--- config.mk ---
export PLATFORM = sky130hd
export DESIGN_NAME = ata_taskfile_command_issuer
export DESIGN_NICKNAME = d
export VERILOG_FILES = /design/src/atci_pkg.sv /design/src/ata_taskfile_command_issuer.sv
export SDC_FILE = /design/constraint.sdc
export NUM_CORES = 1
export LEC_CHECK = 0
export BUFFER_PORTS_ARGS = -buffer_cell sky130_fd_sc_hd__buf_2
export CAP_MARGIN = 10
export CORE_MARGIN = 2
export CORE_UTILIZATION = 45
export DETAILED_ROUTE_END_ITERATION = 7
export GPL_TIMING_DRIVEN = 0
export MAX_ROUTING_LAYER = met4
export PLACE_DENSITY_LB_ADDON = 0.15
export REMOVE_ABC_BUFFERS = 1
export SLEW_MARGIN = 20
export SYNTH_ARGS = -nofsm -noshare
export SYNTH_HDL_FRONTEND = slang
export SYNTH_SLANG_ARGS = --single-unit
export TNS_END_PERCENT = 10
--- constraint.sdc ---
create_clock -name i_clk -period 7.76 [get_ports i_clk]
set_input_delay 1.94 -clock i_clk [delete_from_list [all_inputs] [get_ports i_clk]]
set_output_delay 1.94 -clock i_clk [all_outputs]
set_load 0.02 [all_outputs]
--- src/atci_pkg.sv ---
// ----------------------------------------------------------------------------
// atci_pkg
// Shared constants for the ATA taskfile command issuer: field widths, register
// offsets, opcodes, the CHS reciprocal and the step numbers of the sequence.
// ----------------------------------------------------------------------------
package atci_pkg;

    localparam int unsigned LBA_W   = 32;
    localparam int unsigned COUNT_W = 17;
    localparam int unsigned PORT_W  = 4;
    localparam int unsigned DATA_W  = 8;
    localparam int unsigned STEP_W  = 5;
    localparam int unsigned CFG_IDX_W  = 8;
    localparam int unsigned CFG_DATA_W = 8;

    // default mode limits
    localparam int unsigned DEF_MAX_SECTORS_LBA28 = 256;
    localparam int unsigned DEF_MAX_SECTORS_LBA48 = 65536;

    // configuration register indexes
    localparam logic [CFG_IDX_W-1:0] CFG_LBA_CAP_MASTER = 8'd0;
    localparam logic [CFG_IDX_W-1:0] CFG_LBA_CAP_SLAVE  = 8'd1;

    // taskfile register offsets
    localparam logic [PORT_W-1:0] PORT_COUNT   = 4'd2;
    localparam logic [PORT_W-1:0] PORT_LBA_LO  = 4'd3;
    localparam logic [PORT_W-1:0] PORT_LBA_MID = 4'd4;
    localparam logic [PORT_W-1:0] PORT_LBA_HI  = 4'd5;
    localparam logic [PORT_W-1:0] PORT_DEVICE  = 4'd6;
    localparam logic [PORT_W-1:0] PORT_COMMAND = 4'd7;
    localparam logic [PORT_W-1:0] PORT_CONTROL = 4'd8;

    // register values
    localparam logic [DATA_W-1:0] DEV_LBA      = 8'hE0;
    localparam logic [DATA_W-1:0] DEV_CHS      = 8'hA0;
    localparam logic [DATA_W-1:0] CTL_HOB      = 8'h80;
    localparam logic [DATA_W-1:0] CTL_CLEAR    = 8'h00;
    localparam logic [DATA_W-1:0] CMD_READ     = 8'h20;
    localparam logic [DATA_W-1:0] CMD_WRITE    = 8'h30;
    localparam logic [DATA_W-1:0] CMD_READ_EXT = 8'h24;
    localparam logic [DATA_W-1:0] CMD_WRITE_EXT = 8'h34;

    // chs: q = floor(x / 63) = (x * CHS_RECIP) >> CHS_SHIFT for x < 2^28
    localparam int unsigned CHS_IN_W   = 28;
    localparam int unsigned CHS_Q_W    = 22;
    localparam int unsigned CHS_RECIP_W = 29;
    localparam int unsigned CHS_SHIFT  = 34;
    localparam logic [CHS_RECIP_W-1:0] CHS_RECIP = 29'd272696337;
    localparam int unsigned CHS_PROD_W = CHS_IN_W + CHS_RECIP_W;

    // step numbers of the write sequence
    localparam logic [STEP_W-1:0] ST_DEV       = 5'd0;
    localparam logic [STEP_W-1:0] ST_CTL       = 5'd1;
    localparam logic [STEP_W-1:0] ST_H3_SET    = 5'd2;
    localparam logic [STEP_W-1:0] ST_H3_BYTE   = 5'd3;
    localparam logic [STEP_W-1:0] ST_H3_CLR    = 5'd4;
    localparam logic [STEP_W-1:0] ST_H4_SET    = 5'd5;
    localparam logic [STEP_W-1:0] ST_H4_BYTE   = 5'd6;
    localparam logic [STEP_W-1:0] ST_H4_CLR    = 5'd7;
    localparam logic [STEP_W-1:0] ST_H5_SET    = 5'd8;
    localparam logic [STEP_W-1:0] ST_H5_BYTE   = 5'd9;
    localparam logic [STEP_W-1:0] ST_H5_CLR    = 5'd10;
    localparam logic [STEP_W-1:0] ST_LBA0      = 5'd11;
    localparam logic [STEP_W-1:0] ST_LBA1      = 5'd12;
    localparam logic [STEP_W-1:0] ST_LBA2      = 5'd13;
    localparam logic [STEP_W-1:0] ST_HC_SET    = 5'd14;
    localparam logic [STEP_W-1:0] ST_HC_BYTE   = 5'd15;
    localparam logic [STEP_W-1:0] ST_HC_CLR    = 5'd16;
    localparam logic [STEP_W-1:0] ST_COUNT     = 5'd17;
    localparam logic [STEP_W-1:0] ST_CMD       = 5'd18;

endpackage

--- src/ata_taskfile_command_issuer.sv ---
// ----------------------------------------------------------------------------
// ata_taskfile_command_issuer
// Turns one sector request into the ordered ATA taskfile register writes.
// ----------------------------------------------------------------------------
// Each request gives one register write per cycle while the receiver does not
// stall: 7 words in LBA28 or CHS mode, 19 in LBA48 mode, issued by the
// one-word-per-cycle write sequencer, which takes the next request as it issues
// the last word. A request passes an input register and a stage holding the
// CHS divide-by-63 product before it reaches the sequencer, and each word then
// passes an output register; the next request is taken in while the current
// one is still being issued. LBA48 is used for start sectors at or above 2^28,
// LBA28 for LBA-capable drives, CHS (63 sectors, 16 heads) otherwise.
// ----------------------------------------------------------------------------
module ata_taskfile_command_issuer #(
    parameter int unsigned MAX_SECTORS_LBA28 = atci_pkg::DEF_MAX_SECTORS_LBA28,
    parameter int unsigned MAX_SECTORS_LBA48 = atci_pkg::DEF_MAX_SECTORS_LBA48
) (
    input  logic                               i_clk,
    input  logic                               i_rst_n,
    // request channel
    input  logic                               i_valid,
    output logic                               o_stall,
    input  logic [atci_pkg::LBA_W-1:0]         i_start_sector,
    input  logic                               i_drive_select,
    input  logic                               i_is_write,
    input  logic [atci_pkg::COUNT_W-1:0]       i_sector_count,
    // register write channel
    output logic                               o_valid,
    input  logic                               i_stall,
    output logic [atci_pkg::PORT_W-1:0]        o_reg_port,
    output logic [atci_pkg::DATA_W-1:0]        o_reg_data,
    output logic [atci_pkg::COUNT_W-1:0]       o_granted_sectors,
    output logic                               o_last,
    // configuration
    input  logic                               i_cfg_valid,
    output logic                               o_cfg_ready,
    input  logic [atci_pkg::CFG_IDX_W-1:0]     i_cfg_index,
    input  logic [atci_pkg::CFG_DATA_W-1:0]    i_cfg_data
);

    localparam logic [atci_pkg::COUNT_W-1:0] LIMIT28 = atci_pkg::COUNT_W'(MAX_SECTORS_LBA28);
    localparam logic [atci_pkg::COUNT_W-1:0] LIMIT48 = atci_pkg::COUNT_W'(MAX_SECTORS_LBA48);

    // configuration
    logic r_cap_master;
    logic r_cap_slave;

    // input stage
    logic                         r_s1_valid;
    logic [atci_pkg::LBA_W-1:0]   r_s1_lba;
    logic                         r_s1_slave;
    logic                         r_s1_wr;
    logic [atci_pkg::COUNT_W-1:0] r_s1_count;

    // divide stage
    logic                          r_s2_valid;
    logic [atci_pkg::LBA_W-1:0]    r_s2_lba;
    logic                          r_s2_slave;
    logic                          r_s2_wr;
    logic                          r_s2_cap;
    logic [atci_pkg::COUNT_W-1:0]  r_s2_count;
    logic [atci_pkg::CHS_Q_W-1:0]  r_s2_q;

    // sequencer stage
    logic                          r_s3_valid;
    logic [atci_pkg::STEP_W-1:0]   r_s3_step;
    logic                          r_s3_ext;
    logic [atci_pkg::DATA_W-1:0]   r_s3_dev;
    logic [atci_pkg::DATA_W-1:0]   r_s3_cmd;
    logic [atci_pkg::DATA_W-1:0]   r_s3_b0;
    logic [atci_pkg::DATA_W-1:0]   r_s3_b1;
    logic [atci_pkg::DATA_W-1:0]   r_s3_b2;
    logic [atci_pkg::DATA_W-1:0]   r_s3_b3;
    logic [atci_pkg::COUNT_W-1:0]  r_s3_count;

    // output register
    logic                          r_out_valid;
    logic [atci_pkg::PORT_W-1:0]   r_out_port;
    logic [atci_pkg::DATA_W-1:0]   r_out_data;
    logic [atci_pkg::COUNT_W-1:0]  r_out_count;
    logic                          r_out_last;

    logic out_free, emit, step_last, s3_free, s2_free, s1_free, in_accept;
    logic [atci_pkg::STEP_W-1:0]   n_step;
    logic [atci_pkg::PORT_W-1:0]   n_port;
    logic [atci_pkg::DATA_W-1:0]   n_data;

    logic [atci_pkg::CHS_PROD_W-1:0] prod;
    logic                          s1_cap;

    logic                          s2_ext;
    logic [atci_pkg::CHS_IN_W-1:0] q63;
    logic [atci_pkg::CHS_IN_W-1:0] rem;
    logic [atci_pkg::DATA_W-1:0]   sect;
    logic [15:0]                   cyl;
    logic [3:0]                    head;
    logic [atci_pkg::COUNT_W-1:0]  granted;
    logic [atci_pkg::DATA_W-1:0]   n_dev;
    logic [atci_pkg::DATA_W-1:0]   n_cmd;
    logic [atci_pkg::DATA_W-1:0]   n_b0, n_b1, n_b2;

    // ---------------- handshake ----------------
    assign out_free  = !r_out_valid || !i_stall;
    assign emit      = r_s3_valid && out_free;
    assign step_last = (r_s3_step == atci_pkg::ST_CMD);
    assign s3_free   = !r_s3_valid || (emit && step_last);
    assign s2_free   = !r_s2_valid || s3_free;
    assign s1_free   = !r_s1_valid || s2_free;
    assign in_accept = i_valid && s1_free;
    assign o_stall   = !s1_free;

    assign o_cfg_ready = 1'b1;

    always_ff @(posedge i_clk) begin
        if (!i_rst_n) begin
            r_cap_master <= 1'b1;
            r_cap_slave  <= 1'b1;
        end else if (i_cfg_valid) begin
            unique case (i_cfg_index)
                atci_pkg::CFG_LBA_CAP_MASTER: r_cap_master <= i_cfg_data[0];
                atci_pkg::CFG_LBA_CAP_SLAVE:  r_cap_slave  <= i_cfg_data[0];
                default: ;
            endcase
        end
    end

    // ---------------- input stage ----------------
    always_ff @(posedge i_clk) begin
        if (!i_rst_n) begin
            r_s1_valid <= 1'b0;
        end else if (s1_free) begin
            r_s1_valid <= i_valid;
        end
    end

    always_ff @(posedge i_clk) begin
        if (in_accept) begin
            r_s1_lba   <= i_start_sector;
            r_s1_slave <= i_drive_select;
            r_s1_wr    <= i_is_write;
            r_s1_count <= i_sector_count;
        end
    end

    // ---------------- divide by 63 ----------------
    assign prod   = atci_pkg::CHS_PROD_W'(r_s1_lba[atci_pkg::CHS_IN_W-1:0])
                  * atci_pkg::CHS_PROD_W'(atci_pkg::CHS_RECIP);
    assign s1_cap = r_s1_slave ? r_cap_slave : r_cap_master;

    always_ff @(posedge i_clk) begin
        if (!i_rst_n) begin
            r_s2_valid <= 1'b0;
        end else if (s2_free) begin
            r_s2_valid <= r_s1_valid;
        end
    end

    always_ff @(posedge i_clk) begin
        if (s2_free && r_s1_valid) begin
            r_s2_lba   <= r_s1_lba;
            r_s2_slave <= r_s1_slave;
            r_s2_wr    <= r_s1_wr;
            r_s2_cap   <= s1_cap;
            r_s2_count <= r_s1_count;
            r_s2_q     <= prod[atci_pkg::CHS_SHIFT +: atci_pkg::CHS_Q_W];
        end
    end

    // ---------------- decode into taskfile bytes ----------------
    assign s2_ext = (r_s2_lba[atci_pkg::LBA_W-1:atci_pkg::CHS_IN_W] != '0);
    // q * 63 as a shift and subtract
    assign q63    = {r_s2_q, 6'd0} - atci_pkg::CHS_IN_W'(r_s2_q);
    assign rem    = r_s2_lba[atci_pkg::CHS_IN_W-1:0] - q63;
    assign sect   = {2'b00, rem[5:0]} + 8'd1;
    assign cyl    = r_s2_q[19:4];

    always_comb begin
        if (s2_ext) begin
            head    = 4'd0;
            granted = (r_s2_count > LIMIT48) ? LIMIT48 : r_s2_count;
            n_cmd   = r_s2_wr ? atci_pkg::CMD_WRITE_EXT : atci_pkg::CMD_READ_EXT;
        end else begin
            head    = r_s2_cap ? r_s2_lba[27:24] : r_s2_q[3:0];
            granted = (r_s2_count > LIMIT28) ? LIMIT28 : r_s2_count;
            n_cmd   = r_s2_wr ? atci_pkg::CMD_WRITE : atci_pkg::CMD_READ;
        end
        if (s2_ext || r_s2_cap) begin
            n_b0 = r_s2_lba[7:0];
            n_b1 = r_s2_lba[15:8];
            n_b2 = r_s2_lba[23:16];
        end else begin
            n_b0 = sect;
            n_b1 = cyl[7:0];
            n_b2 = cyl[15:8];
        end
        n_dev = (r_s2_cap ? atci_pkg::DEV_LBA : atci_pkg::DEV_CHS)
              | {3'b000, r_s2_slave, head};
    end

    // ---------------- sequencer ----------------
    always_comb begin
        if (!r_s3_ext && r_s3_step == atci_pkg::ST_CTL) begin
            n_step = atci_pkg::ST_LBA0;
        end else if (!r_s3_ext && r_s3_step == atci_pkg::ST_LBA2) begin
            n_step = atci_pkg::ST_COUNT;
        end else begin
            n_step = r_s3_step + 1'b1;
        end
    end

    always_ff @(posedge i_clk) begin
        if (!i_rst_n) begin
            r_s3_valid <= 1'b0;
            r_s3_step  <= atci_pkg::ST_DEV;
        end else if (s3_free) begin
            r_s3_valid <= r_s2_valid;
            r_s3_step  <= atci_pkg::ST_DEV;
        end else if (emit) begin
            r_s3_step  <= n_step;
        end
    end

    always_ff @(posedge i_clk) begin
        if (s3_free && r_s2_valid) begin
            r_s3_ext   <= s2_ext;
            r_s3_dev   <= n_dev;
            r_s3_cmd   <= n_cmd;
            r_s3_b0    <= n_b0;
            r_s3_b1    <= n_b1;
            r_s3_b2    <= n_b2;
            r_s3_b3    <= r_s2_lba[31:24];
            r_s3_count <= granted;
        end
    end

    always_comb begin
        unique case (r_s3_step)
            atci_pkg::ST_DEV: begin
                n_port = atci_pkg::PORT_DEVICE;  n_data = r_s3_dev;
            end
            atci_pkg::ST_CTL, atci_pkg::ST_H3_CLR, atci_pkg::ST_H4_CLR,
            atci_pkg::ST_H5_CLR, atci_pkg::ST_HC_CLR: begin
                n_port = atci_pkg::PORT_CONTROL; n_data = atci_pkg::CTL_CLEAR;
            end
            atci_pkg::ST_H3_SET, atci_pkg::ST_H4_SET, atci_pkg::ST_H5_SET,
            atci_pkg::ST_HC_SET: begin
                n_port = atci_pkg::PORT_CONTROL; n_data = atci_pkg::CTL_HOB;
            end
            atci_pkg::ST_H3_BYTE: begin
                n_port = atci_pkg::PORT_LBA_LO;  n_data = r_s3_b3;
            end
            atci_pkg::ST_H4_BYTE: begin
                n_port = atci_pkg::PORT_LBA_MID; n_data = '0;
            end
            atci_pkg::ST_H5_BYTE: begin
                n_port = atci_pkg::PORT_LBA_HI;  n_data = '0;
            end
            atci_pkg::ST_LBA0: begin
                n_port = atci_pkg::PORT_LBA_LO;  n_data = r_s3_b0;
            end
            atci_pkg::ST_LBA1: begin
                n_port = atci_pkg::PORT_LBA_MID; n_data = r_s3_b1;
            end
            atci_pkg::ST_LBA2: begin
                n_port = atci_pkg::PORT_LBA_HI;  n_data = r_s3_b2;
            end
            atci_pkg::ST_HC_BYTE: begin
                n_port = atci_pkg::PORT_COUNT;   n_data = r_s3_count[15:8];
            end
            atci_pkg::ST_COUNT: begin
                n_port = atci_pkg::PORT_COUNT;   n_data = r_s3_count[7:0];
            end
            atci_pkg::ST_CMD: begin
                n_port = atci_pkg::PORT_COMMAND; n_data = r_s3_cmd;
            end
            default: begin
                n_port = atci_pkg::PORT_CONTROL; n_data = atci_pkg::CTL_CLEAR;
            end
        endcase
    end

    // ---------------- output register ----------------
    always_ff @(posedge i_clk) begin
        if (!i_rst_n) begin
            r_out_valid <= 1'b0;
        end else if (out_free) begin
            r_out_valid <= r_s3_valid;
        end
    end

    always_ff @(posedge i_clk) begin
        if (emit) begin
            r_out_port  <= n_port;
            r_out_data  <= n_data;
            r_out_count <= r_s3_count;
            r_out_last  <= step_last;
        end
    end

    assign o_valid           = r_out_valid;
    assign o_reg_port        = r_out_port;
    assign o_reg_data        = r_out_data;
    assign o_granted_sectors = r_out_count;
    assign o_last            = r_out_last;

endmodule

== Yosys cells after proc, flatten, opt, wreduce, memory -nomap -nowiden ==
Index checks and enable logic that the tools add are counted.

* Divide/modulo/power cells: 0
* Reduce and logical (&&, ||, !) cells: 30
* Equality and inequality tests: 15
* Shifts and indexed selects: 0
* Multiply operators: 1
* Bitwise operators: 2
* Magnitude comparators: 2
* Muxes and demuxes: 17
* Add/subtract/negate cells: 4

{| class="wikitable"
|+ Operators by type and width
! kind !! count
|-
| $pmux 8 s9 || 1
|-
| $mul 28x29->54 const B || 1
|-
| $mux 17 || 3
|-
| $eq 5x4->1 const B || 7
|-
| $mux 5 || 5
|-
| $mux 8 || 3
|-
| $pmux 4 s6 || 1
|-
| $gt 17x17->1 const B || 1
|-
| $gt 17x9->1 const B || 1
|-
| $eq 5x2->1 const B || 2
|-
| $eq 5x3->1 const B || 2
|-
| $eq 5x5->1 const B || 2
|-
| $reduce_or 2->1 || 5
|-
| $eq 8x1->1 const B || 1
|-
| $logic_not 8->1 || 1
|-
| $mux 4 || 2
|-
| $or 8x5->8 || 1
|-
| $add 6x1->7 const B || 1
|-
| $logic_and 1x1->1 || 7
|-
| $logic_not 1->1 || 7
|-
| $mux 7 || 1
|-
| $sub 1x6->6 const A || 1
|-
| $sub 6x6->6 || 1
|-
| $add 5x1->5 const B || 1
|-
| 8 further kinds || 13
|}

* ROM bits: 0
* Flip-flop bits (word level): 230
* Memories kept: 0
* Output and inout bits: 33
* RAM bits: 0
* Latch bits: 0

== Logic depth before layout (Yosys ltp) ==
Gate-level depths: netlist (run 1).

* Word-level depth: 8
* Mapped depth: 20

== Worst setup path after synthesis (run 1) ==
No wires, ideal clock.

* Path type: input-to-reg
* From: input i_stall
* To: register r_s2_cap (enable)
* Arrival: 7.459 ns
* Setup slack: -0.310 ns
* Library setup time: 0.611 ns
* Stages: 3
* Path through: nand2_1 > a21boi_0 > a21boi_0

* Word-level cells in the longest chain between the ends: 7

{| class="wikitable"
|+ RTL lines
! element !! line !! text
|-
| start, declared || ata_taskfile_command_issuer.sv:29 || <nowiki>input logic i_stall,</nowiki>
|-
| $logic_not 1->1 || ata_taskfile_command_issuer.sv:103 || <nowiki>assign out_free = !r_out_valid || !i_stall;</nowiki>
|-
| $logic_or 1x1->1 || ata_taskfile_command_issuer.sv:103 ||
|-
| $logic_and 1x1->1 || ata_taskfile_command_issuer.sv:104 || <nowiki>assign emit = r_s3_valid && out_free;</nowiki>
|-
| $logic_and 1x1->1 || ata_taskfile_command_issuer.sv:106 || <nowiki>assign s3_free = !r_s3_valid || (emit && step_last);</nowiki>
|-
| $logic_or 1x1->1 || ata_taskfile_command_issuer.sv:106 ||
|-
| $logic_or 1x1->1 || ata_taskfile_command_issuer.sv:107 || <nowiki>assign s2_free = !r_s2_valid || s3_free;</nowiki>
|-
| $logic_and 1x1->1 || ata_taskfile_command_issuer.sv:159 || <nowiki>if (s2_free && r_s1_valid) begin</nowiki>
|-
| end signal, assigned || ata_taskfile_command_issuer.sv:163 || <nowiki>r_s2_cap <= s1_cap;</nowiki>
|-
| end, declared || ata_taskfile_command_issuer.sv:60 || <nowiki>logic r_s2_cap;</nowiki>
|}

Every way passes these cells.
A chain may end at the register's enable or synchronous reset.

== Final worst setup path (run 1) ==
* From: register r_s1_lba[25] (netlist bit)
* To: register r_s2_q[19] (netlist bit), data pin

* Word-level cells in the longest chain between the ends: 1

{| class="wikitable"
|+ RTL lines
! element !! line !! text
|-
| start, declared || ata_taskfile_command_issuer.sv:50 || <nowiki>logic [atci_pkg::LBA_W-1:0] r_s1_lba;</nowiki>
|-
| start signal, assigned || ata_taskfile_command_issuer.sv:138 || <nowiki>r_s1_lba <= i_start_sector;</nowiki>
|-
| $mul 28x29->54 || ata_taskfile_command_issuer.sv:147 || <nowiki>* atci_pkg::CHS_PROD_W'(atci_pkg::CHS_RECIP);</nowiki>
|-
| named net prod (one bit) || ata_taskfile_command_issuer.sv:88 || <nowiki>logic [atci_pkg::CHS_PROD_W-1:0] prod;</nowiki>
|-
| end signal, assigned || ata_taskfile_command_issuer.sv:165 || <nowiki>r_s2_q <= prod[atci_pkg::CHS_SHIFT +: atci_pkg::CHS_Q_W];</nowiki>
|-
| end, declared || ata_taskfile_command_issuer.sv:62 || <nowiki>logic [atci_pkg::CHS_Q_W-1:0] r_s2_q;</nowiki>
|}

The timed path passes the listed nets, and every way through them passes these cells.

==> impl_metrics.csv, run 1 <==
group,metric,value,unit
placement,place_congestion,0.9012,
detailed_routing,num_vias,7725,
floorplanning,die-area,30040,um2
clocking,clockBufferDepth,3,
floorplanning,die_w,173.3,um
placement,post_dp_cell_area,14020,um2
logic_synthesis,synthXorXnorAreaFrac,0.02104,
setup_path,cp_top_family,"adder cells",
floorplanning,core-area,28010,um2
logic_synthesis,netlist.area_leader.share,0.4888,
global_routing,grt_max_degree,32,
global_routing,grt_pass1_vias,7913,
setup_path,arrival,6150,ps
placement,io_buffers,96,
logic_synthesis,synth_fa_ha_area_frac,0.2680,
detailed_routing,via_per_inst,5.102,
global_routing,grt_usage,0.1895,
setup_path,slowest_delay,560,ps
logic_synthesis,synth_top_family_by_area,"adder cells",
logic_synthesis,ys_ff_latch,221,
logic_synthesis,synth-edff-count,210,
timing,min_period,5874,ps
logic_synthesis,netlist_instances,1003,
detailed_routing,drtIter0Drc,611,
clocking,clock-sinks,221,
clocking,clk_latency,540,ps
final_layout,area_delta_synth_final,14.52,%
setup_path,path_buf_inv,2,
final_layout,nNetsFinal,1434,
floorplanning,num_rows,61,
setup_path,critPathMaxFanout,4,
floorplanning,initial_core_util,0.4606,
clocking,cts_tree,"done",
timing,slew_viol_final,0,
pwr,vdd_drop_max,0.0001830,V
logic_synthesis,syn_area,12900,um2
timing,report.final.hold_viol_count,0,
timing,post-route-period-util,0.7569,
detailed_routing,post_drt_wl_per_cell,17.75,um
clocking,clkTransAtPathRegs,50,ps
setup_path,critPathKind,"flop to flop",
clocking,cts_buffers,25,
timing,rsz0062_at_grt,"no",
logic_synthesis,muxShareOfSynthArea,0.01096,
floorplanning,die_y,173.3,um
setup_path,path_common_cell,"fa_1",
setup_path,worstSetupStartpointType,"flop",
global_routing,grt_pass1_wl,43.00,mm
detailed_routing,postRouteAntennaNets,0,
logic_synthesis,yosys.cell_count.top_type,"edfxtp_1",
global_routing,overflow,0,
setup_path,critPathCaptureType,"flop",
clocking,h-tree-depth,1,
logic_synthesis,synthTopCellsByCount,"210 x edfxtp_1, 182 x ha_1, 123 x inv_1",
final_layout,post_route_cells_drive_above_1_share,0.1338,
final_layout,stdcell_count,1514,
logic_synthesis,synth-compound-area-share,0.07894,
outcome,status,"finished, final reports clean",
detailed_routing,drc,0,
placement,hpwl,20.59,mm
timing,setup_viol,0,
setup_path,crit_chain,"ha_1, fa_1, fa_1, inv_1, fa_1, inv_1, fa_1, ha_1, a211oi_2, o21bai_1, or3_1, a211o_1, nor2_1, o21ai_1, a221o_1, a41oi_1, xnor2_1",
clocking,hold_buffers,0,
clocking,cts_resized,0,
timing,clock.fmax,170.2,MHz
timing,max-slew-margin-rel,0.2650,
logic_synthesis,avgSynthCellArea,12.86,um2
logic_synthesis,yosysTopAreaCell,"edfxtp_1",
hold_path,hold_class,"flop to flop",
pwr,static-leakage-power,6.411,nW
clocking,cts_setup_buffers,0,
timing,fin_worst_skew,9.660,ps
placement,place_inst,1472,
final_layout,insertedDiodeCount,0,
logic_synthesis,synthSimpleGateAreaFrac,0.07477,
logic_synthesis,async_flop_share,0,
timing,tns,0,ps
logic_synthesis,ys.flop_type,"edfxtp_1",
setup_path,cp_slowest_cell,"edfxtp_1",
run,maxCapViolCount,0,
final_layout,design_area,14780,um2
global_routing,antenna_found_initial,0,
timing,worstMarginPinSlew,1100,ps
detailed_routing,wl,26.88,mm
detailed_routing,drt-pass1-iter-count,5,
logic_synthesis,synth.area.top_cells,"edfxtp_1 49%, ha_1 18%, fa_1 9.2%, inv_1 3.6%, nand2_1 2.9%",
clocking,root_buffer,"clkbuf_16",
logic_synthesis,yosys_warnings,0,
logic_synthesis,yosysUniqueCellTypes,57,
logic_synthesis,seq_area_frac_synth,0.5058,
timing,setup_slack,1886,ps
pwr,pwr_density_cell,263.7,nW/um2
placement,dpl_worst_slack,1873,ps
floorplanning,io_pins,105,
setup_path,critPathRequiredTime,8040,ps
sequential cells by signal, indices dropped and copies added (netlist names), 17 cells and up:
signal / count
r_s3_count: 17
r_s1_lba: 32
r_s1_count: 17
r_s2_q: 20
r_s2_lba: 32
r_s2_count: 17
o_granted_sectors: 17
worst paths after layout:
check                     start       endpoint  slack (ps)  cells past startpoint
setup / recovery   r_s1_lba[25]     r_s2_q[19]        1890                     17
hold / removal    r_s1_count[4]  r_s2_count[4]         410                      0
setup reg to reg   r_s1_lba[25]     r_s2_q[19]        1890                     17
hold reg to reg   r_s1_count[4]  r_s2_count[4]         410                      0
placed cells by master (no fill, tap or decap), drive strengths merged, types with 4 or more instances in the layout:
cell type | netlist | final
a211oi | 5 | 5
a21o | 20 | 20
a21oi | 41 | 41
a221oi | 9 | 9
a22oi | 9 | 9
a31oi | 6 | 6
and3 | 7 | 7
buf | 2 | 104
clkbuf | 11 | 28
clkinv | 1 | 11
dfxtp | 11 | 11
edfxtp | 210 | 210
fa | 59 | 59
ha | 182 | 182
inv | 123 | 125
mux2i | 13 | 13
nand2 | 98 | 98
nand2b | 8 | 8
nand3 | 22 | 22
nor2 | 29 | 29
nor2b | 19 | 19
nor3 | 5 | 5
nor4 | 7 | 7
o211ai | 4 | 4
o21a | 4 | 4
o21ai | 28 | 28
o21bai | 4 | 4
xnor2 | 22 | 22
xor2 | 9 | 9
cells by family after synthesis:
group	count (synthesis)
fa+ha+maj	241
flops	221
simple gates	208
compound gates	150
buf+inv	137
xor+xnor	31
mux	14
other cells	1
final cells by class:
cell class,instances,area [um2]
clock inverters,14,108.9
multi-input cells,645,5907
fillers,2437,13240
flip-flops and latches,221,6526
clock buffers,28,636.9
repair buffers,104,658.1
inverters,124,465.4
well taps,378,473.0
worst register-to-register path, cell delays in order (launching register included):
cell      delay (ps)
edfxtp_1         560
ha_1             410
fa_1             500
fa_1             520
inv_1             50
fa_1             530
inv_1             50
fa_1             480
ha_1             250
a211oi_2         210
o21bai_1         130
or3_1            400
a211o_1          340
nor2_1           200
o21ai_1          200
a221o_1          430
a41oi_1          260
xnor2_1          100
report_power, final:
group	internal [mW]	switching (mW)
logic	0.582	0.771
registers	1.41	0.0523
clock network	0.622	0.456
metrics by stage:
step | hold WS (ps) | power [mW] | util
after global routing | 417.1 | 4.181 | 0.5275
after detailed placement | 404.5 | 2.831 | 0.5006
after CTS | 416.4 | 3.935 | 0.5272
after global placement | 404.6 | 2.812 | 0.4928
after floorplan | 400.3 | 2.507 | -
final | 414.1 | 3.896 | 0.5275
layer usage:
layer,share of wire,routed length (um),GRT usage,vias to the layer above
met5,0,0,-,-
met3,0.042,1127,0.02544,58
met2,0.46,12380,0.2980,168
met4,0.031,837,0.05897,0
met1,0.47,12540,0.2568,3657
li1,-,-,-,3842
No activity file was read; power rests on OpenSTA's default activity.
==> inputs of run 2 (changes only) <==
==> constraint.sdc (replaced) <==
create_clock -name i_clk -period 5.75 [get_ports i_clk]
set_input_delay 1.4375 -clock i_clk [delete_from_list [all_inputs] [get_ports i_clk]]
set_output_delay 1.4375 -clock i_clk [all_outputs]
set_load 0.02 [all_outputs]
==> run 2 against run 1 <==
Against the previous run:
- clock skew is 1.1 ps lower
- die area stayed put
- routed wire length grew 0.77%
- cell count is 1.3% higher
- combinational power grew 39%
- utilization increased by 0.62 points
==> impl_metrics.csv, run 2 (synthesis results as in run 1) <==
group,metric,value,unit
outcome,status,"finished, final reports clean",
floorplanning,die-area,30040,um2
detailed_routing,drc,0,
floorplanning,num_rows,61,
global_routing,grt_max_degree,32,
setup_path,arrival,5840,ps
clocking,clockBufferDepth,3,
detailed_routing,num_vias,7775,
final_layout,stdcell_count,1533,
final_layout,nNetsFinal,1452,
placement,place_congestion,0.9012,
global_routing,overflow,0,
setup_path,ff2ff_path_depth,17,
run,maxCapViolCount,0,
final_layout,mostFrequentLayoutCells,"210 x edfxtp_1, 182 x ha_1, 122 x inv_1, 98 x nand2_1, 96 x buf_2",
detailed_routing,wl,27.08,mm
pwr,clockPowerShare,0.273,
floorplanning,die_w,173.3,um
setup_path,worstSetupStartpointType,"flop",
hold_path,hold_class,"flop to flop",
clocking,clk_latency,530,ps
setup_path,critPathMaxFanout,4,
setup_path,critPathCaptureType,"flop",
hold_path,hold_depth,0,
pwr,switching_power,1.750,mW
placement,io_buffers,96,
final_layout,post_route_cells_drive_above_1_share,0.1516,
timing,report.final.hold_viol_count,0,
detailed_routing,via_per_inst,5.072,
global_routing,grt_usage,0.1907,
timing,setup_viol,0,
placement,place_inst,1472,
setup_path,critPathKind,"flop to flop",
setup_path,critPathRequiredTime,6030,ps
final_layout,fillerInstances,2418,
pwr,finalPower,5.304,mW
floorplanning,die_y,173.3,um
clocking,h-tree-depth,1,
timing,clock.fmax,180.0,MHz
pwr,pwr-share-seq,0.372,
timing,slew_viol_final,0,
detailed_routing,drtIter0Drc,545,
pwr,p_int,3.554,mW
pwr,pwr_density_cell,354.9,nW/um2
final_layout,reg_top3,"r_s1_lba (32), r_s2_lba (32), r_s2_q (20)",
pwr,vdd_drop_max,0.0002476,V
global_routing,antenna_found_initial,1,
pwr,p_sw_frac,0.3299,
pwr,static-leakage-power,6.502,nW
timing,fin_worst_skew,8.596,ps
pwr,combPwrFrac,0.355,
floorplanning,core-area,28010,um2
timing,worstMarginPinSlew,1085,ps
floorplanning,initial_core_util,0.4606,
placement,hpwl,20.59,mm
timing,max-slew-margin-rel,0.2752,
global_routing,grt_pass1_vias,7955,
final_layout,final_common_cell,"edfxtp_1",
clocking,root_buffer,"clkbuf_16",
timing,post-route-period-util,0.9662,
detailed_routing,drt-pass1-iter-count,5,
clocking,clkTransAtPathRegs,60,ps
global_routing,grt_pass1_wl,43.24,mm
detailed_routing,postRouteAntennaNets,0,
clocking,cts_buffers,25,
timing,rsz0062_at_grt,"yes",
timing,min_period,5556,ps
clocking,clock-sinks,221,
clocking,cts_tree,"done",
final_layout,area_delta_synth_final,15.86,%
floorplanning,io_pins,105,
detailed_routing,post_drt_wl_per_cell,17.67,um
run 2: repair_timing:
item / in CTS / in global routing
hold buffers: 0 / 0
setup endpoints to repair: 4 / 8
pin swaps: 0 / 5
hold endpoints to repair: 0 / 0
setup buffers: 13 / 5
resized for setup: 2 / 5
run 2: final timing paths:
check	from	to	slack [ps]
max	r_s1_lba[6]	r_s2_q[12]	190
min	r_s1_count[4]	r_s2_count[4]	410
max reg2reg	r_s1_lba[6]	r_s2_q[12]	190
min reg2reg	r_s1_count[4]	r_s2_count[4]	410
run 2: metal layers:
metal	track usage	vias up	part of all wire
met5	-	-	0
met4	0.06073	0	0.028
met3	0.02763	52	0.041
met2	0.3020	172	0.47
met1	0.2549	3671	0.46
li1	-	3880	-
run 2: stage by stage:
step           hold WS [ps]  setup slack [ps]  setup TNS, ps    util  cell area, um2
2_1_floorplan         400.3             -1818        -130860       -           12850
4_1_cts               416.4            0.9428              0  0.5310           14870
3_3_place_gp          404.6             -4345        -357700  0.4928           13800
5_1_grt               417.1            -25.23         -25.23  0.5337           14950
6_report              414.1             194.2              0  0.5337           14950
3_5_place_dp          404.5            -137.2         -252.6  0.5006           14020
run 2: power groups by stage:
stage,Combinational [mW],Sequential (mW),Clock [mW]
final,1.88,1.97,1.45
after global routing,2.15,1.98,1.56
after CTS,1.85,1.98,1.49
after detailed placement,1.81,2.01,0
after global placement,1.77,2.02,0
after floorplan,1.39,1.99,0
run 2: layout make-up:
type                    instances  area (um2)  share of cell area
inverters                     124       465.4             0.03114
well taps                     378       473.0             0.03164
clock buffers                  28       636.9             0.04260
diodes                          1       2.502           0.0001674
multi-input cells             645        5942              0.3975
flip-flops and latches        221        6526              0.4366
repair buffers                122       793.3             0.05307
clock inverters                14       108.9            0.007282
run 2: critical path, cell delays in order (launching register included):
cell and delay, ps:
edfxtp_1 500, ha_1 340, ha_1 500, inv_1 120, fa_1 470, fa_1 510, inv_1 50, fa_1 480
ha_1 250, a211oi_2 210, o21bai_1 130, or3_1 410, a211o_1 330, o21ai_4 220, o31ai_4 120, a2111o_1 400
a31oi_1 170, xnor2_1 80
==> inputs of run 3 (changes only) <==
--- a/config.mk
+++ b/config.mk
@@ -5,11 +5,12 @@
 export SDC_FILE = /design/constraint.sdc
 export NUM_CORES = 1
 export LEC_CHECK = 0
-export BUFFER_PORTS_ARGS = -buffer_cell sky130_fd_sc_hd__buf_2
+export ABC_CLOCK_PERIOD_IN_PS = 5750
 export CAP_MARGIN = 10
 export CORE_MARGIN = 2
 export CORE_UTILIZATION = 45
 export DETAILED_ROUTE_END_ITERATION = 7
+export DONT_BUFFER_PORTS = 1
 export GPL_TIMING_DRIVEN = 0
 export MAX_ROUTING_LAYER = met4
 export PLACE_DENSITY_LB_ADDON = 0.15
==> run 3 against run 2 <==
Against the previous run:
- die area unchanged
- critical path depth increased by 2
- utilization down 1.3 points
- final area fell by 2.5%
- first-iteration DRC count decreased by 2.9%
- critical endpoint unchanged
==> impl_metrics.csv, run 3 (synthesis results as in run 1) <==
group,metric,value,unit
detailed_routing,post_drt_wl_per_cell,18.72,um
pwr,finalPower,5.404,mW
global_routing,overflow,0,
timing,max-slew-margin-rel,0.3021,
outcome,status,"finished, final reports clean",
final_layout,nNetsFinal,1355,
timing,post-route-period-util,0.9592,
final_layout,mostFrequentLayoutCells,"210 x edfxtp_1, 177 x ha_1, 122 x inv_1, 98 x nand2_1, 57 x fa_1",
detailed_routing,drtIter0Drc,529,
final_layout,fillerInstances,2418,
timing,slew_viol_final,0,
run,maxCapViolCount,0,
clocking,h-tree-depth,1,
setup_path,critPathKind,"flop to flop",
hold_path,worstHoldStart,"r_s1_count[4]",
clocking,root_buffer,"clkbuf_16",
final_layout,design_area,14570,um2
global_routing,grt_max_degree,32,
timing,min_period,5515,ps
final_layout,area_delta_synth_final,12.96,%
setup_path,crit_path_start,"r_s1_lba[20]",
global_routing,grt_usage,0.1898,
final_layout,reg_top3,"r_s1_lba (32), r_s2_lba (32), r_s2_q (20)",
floorplanning,die-area,30040,um2
floorplanning,core-area,28010,um2
final_layout,multi_input_area,5978,um2
timing,report.final.hold_viol_count,0,
timing,setup_viol,0,
detailed_routing,drc,0,
hold_path,hold_class,"flop to flop",
pwr,vdd_drop_max,0.0002469,V
clocking,clockBufferDepth,3,
pwr,pwr_density_cell,370.8,nW/um2
setup_path,crit_chain,"buf_6, ha_1, inv_1, fa_1, inv_1, fa_1, inv_1, fa_1, fa_1, inv_1, ha_4, and4_1, a221o_1, a211o_1, o21ai_4, o31ai_4, a2111o_1, a31oi_1, xnor2_1",
pwr,static-leakage-power,6.157,nW
final_layout,stdcell_count,1439,
setup_path,cp_slowest_cell,"fa_1",
floorplanning,initial_core_util,0.4606,
placement,hpwl,20.46,mm
timing,fin_worst_skew,9.067,ps
setup_path,crit-reg2reg-launch,"r_s1_lba[20]",
detailed_routing,postRouteAntennaNets,0,
timing,worstMarginPinSlew,1045,ps
floorplanning,die_y,173.3,um
clocking,cts_tree,"done",
detailed_routing,num_vias,7466,
setup_path,arrival,5800,ps
setup_path,critPathCaptureType,"flop",
final_layout,final_common_cell,"edfxtp_1",
placement,post_dp_cell_area,13550,um2
clocking,clkTransAtPathRegs,60,ps
final_layout,post-route-util,0.5203,
setup_path,worstSetupStartpointType,"flop",
placement,place_congestion,0.8750,
clocking,hold_buffers,0,
floorplanning,io_pins,105,
floorplanning,die_w,173.3,um
clocking,clock-sinks,221,
detailed_routing,via_per_inst,5.188,
placement,io_buffers,0,
final_layout,final-seq-area,6526,um2
final_layout,post_route_cells_drive_above_1_share,0.08491,
global_routing,antenna_found_initial,1,
timing,hold_ws,417.9,ps
setup_path,critPathRequiredTime,6040,ps
setup_path,slowest_delay,510,ps
detailed_routing,wl,26.95,mm
floorplanning,num_rows,61,
global_routing,grt_pass1_vias,7620,
global_routing,grt_pass1_wl,42.63,mm
detailed_routing,drt-pass1-iter-count,7,
clocking,clk_latency,530,ps
placement,place_inst,1376,
timing,clock.fmax,181.3,MHz
setup_path,critPathMaxFanout,4,
clocking,cts_buffers,25,
## run 3: routing by layer
metal	wire [um]	track usage
met1	12170	0.2561
met2	12820	0.3027
met3	1311	0.02851
met4	643	0.04802
met5	0	-
## run 3: area by class of cell
class / count / share of cell area
flip-flops and latches: 221 / 0.4478
multi-input cells: 645 / 0.4102
clock buffers: 30 / 0.04421
well taps: 378 / 0.03245
inverters: 124 / 0.03194
repair buffers: 25 / 0.02155
clock inverters: 15 / 0.01168
diodes: 1 / 0.0001717
## run 3: path summary, 6_finish.rpt
check                                endpoint  slack, ps  cells after the start
worst max-delay path               r_s2_q[12]        230                     19
worst max register to register     r_s2_q[12]        230                     19
worst min register to register  r_s2_count[4]        420                      0
worst min-delay path            r_s2_count[4]        420                      0
## run 3: power by group
| part | internal [mW] | leakage (nW) | switching (mW) |
|---|---|---|---|
| registers | 1.91 | 2.04 | 0.0751 |
| logic | 0.799 | 3.71 | 1.05 |
| clock network | 0.939 | 0.405 | 0.631 |
## run 3: timing repair
item / CTS / global route
setup endpoints to repair: 4 / 9
setup buffers: 9 / 8
pin swaps: 0 / 9
resized for setup: 1 / 14
## run 3: worst max-delay path, delay by kind of cell, from the launching register on
kind	cells	cell delay (ps)
XOR/XNOR	1	90
adder cells (fa/ha/maj)	6	2500
AND/OR/NAND/NOR	1	190
flip-flops	1	500
buffers and inverters	5	410
AO/OA/AOI/OAI	6	1570
## run 3: stage by stage
step / setup TNS [ps] / setup slack [ps]
2_1_floorplan: -130860 / -1818
3_3_place_gp: -332960 / -4139
3_5_place_dp: -248.2 / -132.9
4_1_cts: 0 / 28.86
5_1_grt: -28.20 / -18.86
6_report: 0 / 234.7
